<file path="src/ssc_pkg.sv">
// ssc_pkg: shared widths, constants and the controller/datapath command and status structs
// for subset_sum_count. No dependencies.
`timescale 1ns / 1ps
package ssc_pkg;
  localparam int unsigned MaxElements = 16;
  localparam int unsigned ValueW      = 20;
  localparam int unsigned TargetW     = 26;
  localparam int unsigned CountW      = 16;
  localparam int unsigned SumW        = 27;
  localparam logic [CountW-1:0] CountMax = '1;

  typedef struct packed {
    logic store;     // write value at the load pointer
    logic clr_load;  // restart element loading
    logic bld_init;  // begin building a table
    logic bld_half;  // 0: first half, 1: second half
    logic bld_step;  // advance the table build by one step
    logic mat_init;  // begin matching
    logic mat_step;  // compare one pair
  } ctrl_t;

  typedef struct packed {
    logic bld_done;
    logic mat_done;
  } stat_t;
endpackage

</file>
<file path="src/ssc_ctrl.sv">
// ssc_ctrl: sequencer for load, build of both tables, match and emit.
// Depends on ssc_pkg.
`timescale 1ns / 1ps
module ssc_ctrl (
  input  logic           clk_i,
  input  logic           rst_ni,
  input  logic           start_i,
  input  logic           last_i,
  output logic           busy_o,
  output ssc_pkg::ctrl_t ctrl_o,
  input  ssc_pkg::stat_t stat_i,
  output logic           done_o
);
  typedef enum logic [2:0] {
    ST_IDLE, ST_BUILD_A, ST_BUILD_B, ST_MATCH, ST_EMIT
  } state_e;
  state_e state_q;

  always_ff @(posedge clk_i or negedge rst_ni) begin
    if (!rst_ni) begin
      state_q <= ST_IDLE;
    end else begin
      case (state_q)
        ST_IDLE:    if (start_i && last_i) state_q <= ST_BUILD_A;
        ST_BUILD_A: if (stat_i.bld_done) state_q <= ST_BUILD_B;
        ST_BUILD_B: if (stat_i.bld_done) state_q <= ST_MATCH;
        ST_MATCH:   if (stat_i.mat_done) state_q <= ST_EMIT;
        ST_EMIT:    state_q <= ST_IDLE;
        default:    state_q <= ST_IDLE;
      endcase
    end
  end

  always_comb begin
    ctrl_o = '0;
    ctrl_o.store    = (state_q == ST_IDLE) && start_i;
    ctrl_o.bld_init = ((state_q == ST_IDLE) && start_i && last_i)
                   || ((state_q == ST_BUILD_A) && stat_i.bld_done);
    ctrl_o.bld_half = (state_q == ST_BUILD_B);
    ctrl_o.bld_step = (state_q == ST_BUILD_A) || (state_q == ST_BUILD_B);
    ctrl_o.mat_init = (state_q == ST_BUILD_B) && stat_i.bld_done;
    ctrl_o.mat_step = (state_q == ST_MATCH);
    ctrl_o.clr_load = (state_q == ST_EMIT);
  end

  assign busy_o = (state_q != ST_IDLE);
  assign done_o = (state_q == ST_EMIT);
endmodule

</file>
<file path="config.mk">
export PLATFORM = sky130hd
export DESIGN_NAME = ssc_ctrl
export DESIGN_NICKNAME = d
export VERILOG_FILES = /design/src/ssc_pkg.sv /design/src/ssc_ctrl.sv
export SDC_FILE = /design/constraint.sdc
export NUM_CORES = 1
export LEC_CHECK = 0
export BUFFER_PORTS_ARGS = -buffer_cell sky130_fd_sc_hd__buf_2
export CAP_MARGIN = 20
export CELL_PAD_IN_SITES_DETAIL_PLACEMENT = 0
export CELL_PAD_IN_SITES_GLOBAL_PLACEMENT = 1
export CORE_AREA = 2 2 39 41
export DETAILED_ROUTE_END_ITERATION = 12
export DIE_AREA = 0 0 41 43
export PLACE_DENSITY_LB_ADDON = 0.2
export SLEW_MARGIN = 10
export SYNTH_ARGS = -nofsm -noshare
export SYNTH_HDL_FRONTEND = slang
export SYNTH_SLANG_ARGS = --single-unit
</file>
<file path="constraint.sdc">
create_clock -name clk_i -period 1.55 [get_ports clk_i]
set_input_delay 0.0775 -clock clk_i [delete_from_list [all_inputs] [get_ports clk_i]]
set_output_delay 0.0775 -clock clk_i [all_outputs]
set_load 0.1 [all_outputs]
</file>
==> results.md, run 1 <==
- The flow ran to the end, and the final reports show no timing, DRC or antenna violations.
- The maximum clock rate is 665 MHz.
- Of the cells placed in the final design, the portion with a size suffix greater than 1 is 0.740.
- Setup repair after global routing left no endpoint under its margin.
- The maximum clock skew at final layout is 1.66 ps.
- The detail-routed via count per cell is 4.14.
- More flip-flops sit in one register than any other, and that register is state_q.
- The worst setup path is captured at a primary output.
- Counting the buffers created by CTS gives 3.
- The area of all placed cells without fillers is 601 um2.
- The count of antenna-violating nets left after detailed routing is 0.
- The final antenna diode count is 0.
- The number of rows created at floorplan is 14.
- The number of vias in the routed layout is 273.
- The Yosys step of the flow raised 0 warnings.
- After synthesis, the share of cell area in mux cells is 0.0431.
- The number of antenna violations at the first check in global routing is 0.
- The worst pin sits at a relative slew slack of 0.812.
- The chip height is 43 um.
- The final max-slew violation count is 0.
- From left edge to right edge, the die measures 41 um.
- In the final layout, the registers with the most flip-flops are state_q x3.
- For this run the aggregate overflow at the end of global routing stands at 0.
- The die covers 1760 um2.
- Summing every instance area after synthesis gives 262 um2.
- The total instance count after detailed placement is 57.
- TritonCTS built the clock tree.
- The placed wire-length estimate after detailed placement is 484 um.
- The dominant cell type by area after synthesis is dfrtp_1.
- The area share of the largest cell type after synthesis is 0.287.
- Max-cap violations in this run came to 0.
- The count of final setup violators is 0.
- The hold violation count in the final report is 0.
- At the later pin of the worst-skew pair, clock insertion delay measures 230 ps.
- The cell at the root of the clock tree is clkbuf_4.
- After synthesis the netlist holds a flip-flop and latch count of 3.
- After the flow finishes, the layout carries non-filler instances totaling 66.
- For the worst setup path, the data required time is 1470 ps.
- The final critical-path share of the clock period is 0.971.
- After synthesis, the largest family of logic cells by area is simple AND/OR/NAND/NOR gates.
- The pin count of the biggest net entering global routing is 10.
- In this run, the number of DRC markers left after iteration 0 of detailed routing was 2.
- The largest driver fanout on the critical path is 8.
- The library cell used most frequently in the layout, excluding fill and tap cells, is buf_12.
- The post-place instance area is 518 um2.
- The class of the worst hold path is in2reg.
- After clock tree synthesis, the clock-pin slew on the worst setup and hold paths is 40 ps.
- The count of buffers from port buffering is 14.
- STA classifies the critical path startpoint as a flop.
- Synthesis handed over a netlist of 28 instances.
- The number of flip-flops in the largest register is 3.
- Of the total synthesized cell area, the portion taken by AND, OR, NAND and NOR gates is 0.340.
- Dividing the detail-routed wire length by the instance count gives 9.53 um.
- The initial utilization of the core area, before any placement, comes to 0.189.
- The sequential fraction of the synthesis area is 0.287.
- The class of the most critical setup path is reg2out.
- The clock period minus final worst setup slack is 1500 ps.
- The fraction of the mapped netlist area in adder cells is 0.
- At the placement stage, the worst setup path has a slack of 223 ps.
- Routability-driven placement finished with a final weighted congestion of 0.753.
- The first global-routing pass estimated 959 um of wire.
- Data on the critical path arrives at its endpoint at 1430 ps.
- For this run, the total global-route usage over all layers was measured as 0.0866.
- The slack of the critical path is 45.1 ps.
- The number of distinct standard cells referenced by the synthesized netlist is 19.
- By area the synthesized netlist is led by dfrtp_1, nand3b_1, a221oi_2.
- The routed design has 629 um of wire.
- The net count after synthesis is 34.
- The average cell area after synthesis is 9.34 um2.
- The residual DRC count is 0.
- The clock sink total is 3.
- The number of global-route vias before repair came to 250.
- The synthesized-area fraction occupied by ao, oa, aoi and oai cells is 0.163.
- The total iterations of the first detailed-routing run is 2.
- The floorplan step defined a core boundary enclosing 1380 um2.
- Of the total synthesized cell area, the portion taken by XOR and XNOR cells is 0.0335.
- The H-tree depth is 1.
- The library cells used most frequently in the layout, excluding fill and tap cells, are buf_12, buf_4, buf_2.
- For the pin with the worst max-slew slack, the measured transition is 282 ps.
- The number of buffers on the longest clock path is 2.
- 15 I/O pins were placed.
- The final layout contains 57 nets.
- Compared with the post-synthesis result, the final layout area differs by 130%.
timing repair:
action	4_1_cts	5_1_grt
pin swaps	0	1
endpoints found under the setup margin	1	1
hold endpoints to repair	3	0
gates resized for setup	2	1
hold buffers	1	0
setup buffers	0	4
cell type report:
type / count / area, um2
Clock buffer: 4 / 26.3
Sequential cell: 3 / 78.8
Tap cell: 16 / 20.0
Fill cell: 133 / 783
Inverter: 1 / 3.75
Timing Repair Buffer: 22 / 280
Multi-Input combinational cell: 20 / 191
cells by family (layout without fill, tap and decap cells):
| family | Yosys count | in the layout |
|---|---|---|
| XOR/XNOR | 1 | 1 |
| multiplexers | 1 | 1 |
| AND/OR/NAND/NOR | 13 | 13 |
| buffers and inverters | 5 | 27 |
| flip-flops | 3 | 3 |
| AO/OA/AOI/OAI | 5 | 5 |
through the flow:
stage                     utilization  setup TNS, ps  hold WS (ps)
after global routing            0.434              0           136
final                           0.434              0           135
after CTS                       0.402              0           134
after global placement          0.374              0          -129
after floorplan                     -          -1340          -218
after detailed placement        0.374              0          -125
cell usage after synthesis, drive strengths merged:
| library cell | number |
|---|---|
| a211oi | 1 |
| a21bo | 1 |
| a21oi | 2 |
| a221oi | 1 |
| and2 | 1 |
| buf | 4 |
| dfrtp | 3 |
| inv | 1 |
| mux2 | 1 |
| nand2 | 2 |
| nand3b | 3 |
| nor2 | 3 |
| nor3b | 3 |
| or3 | 1 |
| xnor2 | 1 |
layer usage:
| metal | global-route usage | up-vias | wire length (um) |
|---|---|---|---|
| met4 | 0.0600 | 0 | 0 |
| met3 | 0.0471 | 0 | 35 |
| met2 | 0.125 | 9 | 351 |
| met1 | 0.0909 | 125 | 242 |
| li1 | - | 139 | - |
| met5 | 0 | - | 0 |
worst max-delay path, cell delays in order, from the launching register on:
cell,delay (ps)
dfrtp_2,460
buf_4,160
buf_4,140
a211oi_4,240
buf_12,210
path summary, 6_finish.rpt:
| kind | startpoint | to | slack (ps) | cells past startpoint |
|---|---|---|---|---|
| setup / recovery | state_q[1]$_DFFE_PN0P_ | ctrl_o[4] | 50 | 4 |
| hold / removal | stat_i[0] | state_q[2]$_DFFE_PN0P_ | 130 | 2 |
| setup reg to reg | state_q[1]$_DFFE_PN0P_ | state_q[0]$_DFFE_PN0P_ | 280 | 4 |
| hold reg to reg | state_q[1]$_DFFE_PN0P_ | state_q[2]$_DFFE_PN0P_ | 660 | 2 |
| max in group asynchronous | rst_ni | state_q[0]$_DFFE_PN0P_ | 1260 | 2 |
| min in group asynchronous | rst_ni | state_q[2]$_DFFE_PN0P_ | 170 | 2 |
Power of run 1 is left out: the tool's default activity adds up to more than one toggle a clock period on the data nets, which glitch-free logic cannot reach.
==> run 2, diff against run 1 <==
- PLACE_DENSITY_LB_ADDON: 0.2 -> 0.1
==> results.md, run 2 (synthesis gave the netlist of run 1 again) <==
- The clock tree from TritonCTS is done.
- The final design utilization came to 0.389 (-0.0452).
- The latest clock arrival within the worst-skew pair is 230 ps (about the same).
- In the layout the commonest cells are buf_12, buf_2, nand3b_1, clkbuf_4.
- The horizontal extent of the die is 41 um (unchanged).
- The class of the most critical setup path is reg2out.
- The final max-slew violation count is 0 (unchanged).
- The clock buffer count from CTS is 3 (unchanged).
- The overall die area is 1760 um2 (unchanged).
- The residual DRC count is 0 (unchanged).
- STA classifies the critical path startpoint as a flop.
- The largest individual stage delay along the critical path comes from the cell dfrtp_2.
- The number of I/O pins is 15 (unchanged).
- The run finished with clean final reports.
- state_q holds more flip-flops than any other register.
- The relative slew slack was 0.678 (-0.133).
- The count of buffers from port buffering is 14 (unchanged).
- The cell family contributing the most delay on the critical path is simple AND/OR/NAND/NOR gates.
- The final critical-path share of the clock period is 0.959 (-0.0116).
- The final wirelength is 561 um (-11%).
- The chip height is 43 um (unchanged).
- The starting density of the core is 0.189 (unchanged).
- The pin count of the biggest net entering global routing is 12 (+2).
- The total iterations of the first detailed-routing run is 2 (unchanged).
- The placed wire-length estimate after detailed placement was 455 um (-6.0%).
- The overall global routing resource usage was 0.0776 (-0.00899).
- The number of flip-flops in the largest register is 3 (unchanged).
- The count of antenna-violating nets left after detailed routing is 0 (unchanged).
- The share of post-route cells with drive strength above 1 came to 0.674 (-0.0661).
- The number of global-route vias before repair was 254 (+1.6%).
- The maximum clock skew at final layout was 1.01 ps (-0.648 ps).
- The required time of the worst setup path is 1470 ps (about the same).
- The class of the worst hold path is in2reg.
- The data arrival time of the critical path is 1410 ps (-20 ps).
- The maximum clock rate is 673 MHz (+1.2%).
- Setup repair after global routing left no endpoint under its margin.
- The capturing element type of the critical path is a primary output.
- The count of final setup violators came to 0 (unchanged).
- The slew at the pin closest to its max-slew limit is 486 ps (+204 ps).
- The number of rows created at floorplan is 14 (unchanged).
- The initial detailed-routing violation count is 1 (-1).
- The buffering stage count on the worst path with inverters included was 1 (-2).
- The number of vias in the routed layout is 252 (-7.7%).
- The largest registers in the layout are state_q x3.
- The hold violation count in the final report is 0 (unchanged).
- The number of buffers on the longest clock path is 2 (unchanged).
- The biggest cell delay along the critical path came to 460 ps (about the same).
- The H-tree depth is 1 (unchanged).
- The clock-pin slew of the registers on the worst-case setup and hold paths is 40 ps (about the same).
- The root buffer cell chosen for the clock tree is clkbuf_4.
- The final antenna diode count is 0 (unchanged).
- The reported max-cap violation count came to 0 (unchanged).
- The largest driver fanout on the critical path came to 7 (-1).
- The most common cell after layout, fill and taps aside is buf_12.
- The detail-routed via count per cell is 4.06 (-1.7%).
- The layout overhead on the synthesized area is 106%.
- The clock sink total is 3 (unchanged).
- The clock period minus final worst setup slack is 1490 ps (-17.9 ps).
- The signal on the critical path passes through or3_4 > nor2_4 > buf_12.
- The average wire per cell in the routed design came to 9.05 um (-5.1%).
- The number of fillers in the final layout is 140 (+5.3%).
- The wire length of the first global-routing pass was 952 um (-0.73%).
- The area of the core region came to 1380 um2 (unchanged).
- The global-route congestion overflow total was 0 (unchanged).
- The number of nets in the final layout is 53 (-7.0%).
- The number of antenna violations at the first check in global routing is 0 (unchanged).
- The global placer's final weighted congestion is 0.650 (-14%).
[run 2: cell types whose count changed in the layout (fill, tap and decap cells not counted)]
cell      change
buf_2         +1
buf_4         -4
clkbuf_2      +1
buf_12        -2
dfrtp_2       -2
dfrtp_1       +2
[run 2: per-stage QoR]
stage,setup WS [ps],hold WS [ps],setup TNS (ps),area [um2],instances
final,63.0,125,0,538,62
after floorplan,-387,-218,-1340,312,28
after CTS,8.89,117,0,533,61
after global placement,202,-125,0,495,56
after global routing,4.41,132,0,538,62
after detailed placement,191,-125,0,495,56
[run 2: worst paths after layout]
kind | startpoint | cells after the start | end | slack, ps
setup / recovery | state_q[0]$_DFFE_PN0P_ | 3 | ctrl_o[6] | 60
hold / removal | stat_i[0] | 2 | state_q[2]$_DFFE_PN0P_ | 120
setup reg to reg | state_q[1]$_DFFE_PN0P_ | 3 | state_q[0]$_DFFE_PN0P_ | 410
hold reg to reg | state_q[1]$_DFFE_PN0P_ | 2 | state_q[2]$_DFFE_PN0P_ | 630
max in group asynchronous | rst_ni | 2 | state_q[0]$_DFFE_PN0P_ | 1260
min in group asynchronous | rst_ni | 2 | state_q[2]$_DFFE_PN0P_ | 170
[run 2: routing by layer]
metal / track usage / wire length, um / up-vias / share of wire
li1: - / - / 129 / -
met1: 0.107 / 240 / 112 / 0.43
met2: 0.109 / 287 / 11 / 0.51
met3: 0 / 33 / 0 / 0.059
met4: 0.0600 / 0 / 0 / 0
met5: 0 / 0 / - / 0
[run 2: worst reg2reg max path, stage by stage, from the launching register on]
cell      delay, ps
dfrtp_1         430
buf_4           190
nand3b_1        180
a221oi_2        250
[run 2: what timing repair did]
item	in CTS	in global routing
pin swaps	0	0
hold buffers	1	0
setup endpoints to repair	3	2
gates cloned	0	0
endpoints found under the hold margin	3	0
buffers inserted	0	1
gates resized for setup	1	0
[run 2: layout make-up]
class	instances	area [um2]	area share
clock buffer	4	26.3	0.0488
inverter	1	3.75	0.00698
multi-input combinational	20	191	0.356
sequential	3	76.3	0.142
tap	16	20.0	0.0372
timing repair buffer	18	220	0.409
Power of run 2 is left out for the same reason.
==> run 3, diff against run 2 <==
- BUFFER_PORTS_ARGS: -buffer_cell sky130_fd_sc_hd__buf_2 -> unset
- CAP_MARGIN: 20 -> unset
- DONT_BUFFER_PORTS: unset -> 1
==> results.md, run 3 (synthesis gave the netlist of run 1 again) <==
- The flow ran to the end, and the final reports show no timing, DRC or antenna violations.
- The hold violation count in the final report is 0 (unchanged).
- Setup repair after global routing left no endpoint under its margin.
- The starting density of the core is 0.189 (unchanged).
- The multi-input logic area is 194 um2 (+1.3%).
- The number of vias in the routed layout was 252 (unchanged).
- The chip height is 43 um (unchanged).
- The H-tree depth is 1 (unchanged).
- The class of the worst hold path is in2reg.
- The number of rows created at floorplan is 14 (unchanged).
- The maximum clock skew at final layout is 1.01 ps (+0.00515 ps).
- The number of buffers on the longest clock path was 2 (unchanged).
- The number of global-route vias before repair came to 247 (-2.8%).
- The final wirelength is 606 um (+8.0%).
- The cell at the root of the clock tree is clkbuf_4.
- The final antenna diode count is 0 (unchanged).
- The residual DRC count is 0 (unchanged).
- The library cells used most frequently in the layout, excluding fill and tap cells, are buf_4, buf_12.
- The slew at the pin closest to its max-slew limit is 279 ps (-207 ps).
- The post-place instance area is 473 um2 (-4.5%).
- The count of buffers from port buffering came to 0 (-14).
- The required time of the worst setup path is 1470 ps (about the same).
- The number of nets in the final layout is 51 (-3.8%).
- The final sum of negative setup slack is 0 ps (unchanged).
- The clock period minus final worst setup slack is 1480 ps (-10.7 ps).
- From synthesis to final layout, the design area changed by 104%.
- TritonCTS built the clock tree.
- The area of the core region is 1380 um2 (unchanged).
- The critical path launch point type is a flop.
- The library cell used most frequently in the layout, excluding fill and tap cells, is buf_4.
- The count of antenna-violating nets left after detailed routing is 0 (unchanged).
- The capturing element type of the critical path is a primary output.
- The share of post-route cells with drive strength above 1 was 0.682 (+0.00791).
- The number of fillers in the final layout is 140 (unchanged).
- The largest registers in the layout are state_q x3.
- The global placer's final weighted congestion is 0.646 (-0.52%).
- Ranked by flip-flop count, first place goes to state_q.
- The count of final setup violators is 0 (unchanged).
- The pin count of the biggest net entering global routing is 10 (-2).
- The average wire per cell in the routed design came to 10.1 um (+12%).
- The global-route congestion overflow total is 0 (unchanged).
- The relative slew slack is 0.816 (+0.137).
- The number of antenna violations at the first check in global routing is 0 (unchanged).
- The overall die area is 1760 um2 (unchanged).
- The final critical-path share of the clock period came to 0.952 (-0.00692).
- The cell depth of the worst hold path is 2 (unchanged).
- The register area is 78.8 um2 (+3.3%).
- The maximum clock rate is 677 MHz (+0.73%).
- The clock buffer count from CTS is 3 (unchanged).
- The wire length of the first global-routing pass is 1.08 mm (+14%).
- The reported max-cap violation count came to 0 (unchanged).
- The final instance count without filler cells is 60 (-3.2%).
- The total instance count after detailed placement came to 53 (-5.4%).
- The clock sink total is 3 (unchanged).
- The final max-slew violation count is 0 (unchanged).
- The latest clock arrival within the worst-skew pair is 230 ps (about the same).
- The overall global routing resource usage is 0.0917 (+0.0141).
- The path depth of the worst reg2reg path is 3 (unchanged).
- The critical path is of the reg2out type.
- The largest driver fanout on the critical path is 9 (+2).
- The number of flip-flops in the largest register is 3 (unchanged).
- The area of all placed cells without fillers is 533 um2 (-0.93%).
- The number of I/O pins is 15 (unchanged).
- The initial detailed-routing violation count is 0 (-1).
- The total iterations of the first detailed-routing run came to 1 (-1).
- The detail-routed via count per cell is 4.20 (+3.3%).
- The horizontal extent of the die is 41 um (unchanged).
- The data arrival time of the critical path is 1400 ps (about the same).
- The clock-pin slew of the registers on the worst-case setup and hold paths was 40 ps (about the same).
## run 3: cell count changes in the layout (fill, tap and decap cells not counted)
cell / previous run / this run
clkbuf_2: 1 / 0
buf_4: 2 / 7
buf_2: 6 / 0
dfrtp_2: 1 / 3
nor2_1: 1 / 0
dfrtp_1: 2 / 0
nor2_2: 1 / 2
dlygate4sd3_1: 1 / 3
buf_12: 8 / 5
buf_16: 0 / 1
## run 3: worst max-delay path: stages, from the launching register on
cell and delay, ps:
dfrtp_2 450, or3_4 410, nor2_4 130, buf_12 180
## run 3: final cells by class
type,instances,area share
clock buffers,4,0.0493
multi-input cells,20,0.364
flip-flops and latches,3,0.148
well taps,16,0.0376
inverters,1,0.00704
repair buffers,16,0.394
## run 3: final timing paths
path	end	slack (ps)	startpoint
max	ctrl_o[6]	70	state_q[0]$_DFFE_PN0P_
min	state_q[0]$_DFFE_PN0P_	40	last_i
max reg2reg	state_q[0]$_DFFE_PN0P_	410	state_q[1]$_DFFE_PN0P_
min reg2reg	state_q[0]$_DFFE_PN0P_	550	state_q[0]$_DFFE_PN0P_
max in group asynchronous	state_q[2]$_DFFE_PN0P_	1300	rst_ni
min in group asynchronous	state_q[1]$_DFFE_PN0P_	100	rst_ni
## run 3: through the flow
step	utilization	setup WS, ps	hold WS, ps
floorplan	-	-387	-218
global placement	0.342	306	-218
detailed placement	0.342	287	-218
CTS	0.382	33.3	33.8
global route	0.385	6.72	24.0
finish	0.385	73.8	37.4
## run 3: what timing repair did
action	4_1_cts	5_1_grt
setup endpoints to repair	0	4
endpoints found under the hold margin	5	0
buffers inserted	0	0
hold buffers	3	0
resized for setup	0	3
## run 3: per-layer routing
| metal | vias up | track usage | share of wire |
|---|---|---|---|
| met2 | 11 | 0.141 | 0.50 |
| li1 | 126 | - | - |
| met1 | 115 | 0.0977 | 0.40 |
| met3 | 0 | 0.0366 | 0.094 |
| met5 | - | 0 | 0 |
| met4 | 0 | 0.0600 | 0 |
Power of run 3 is left out for the same reason.
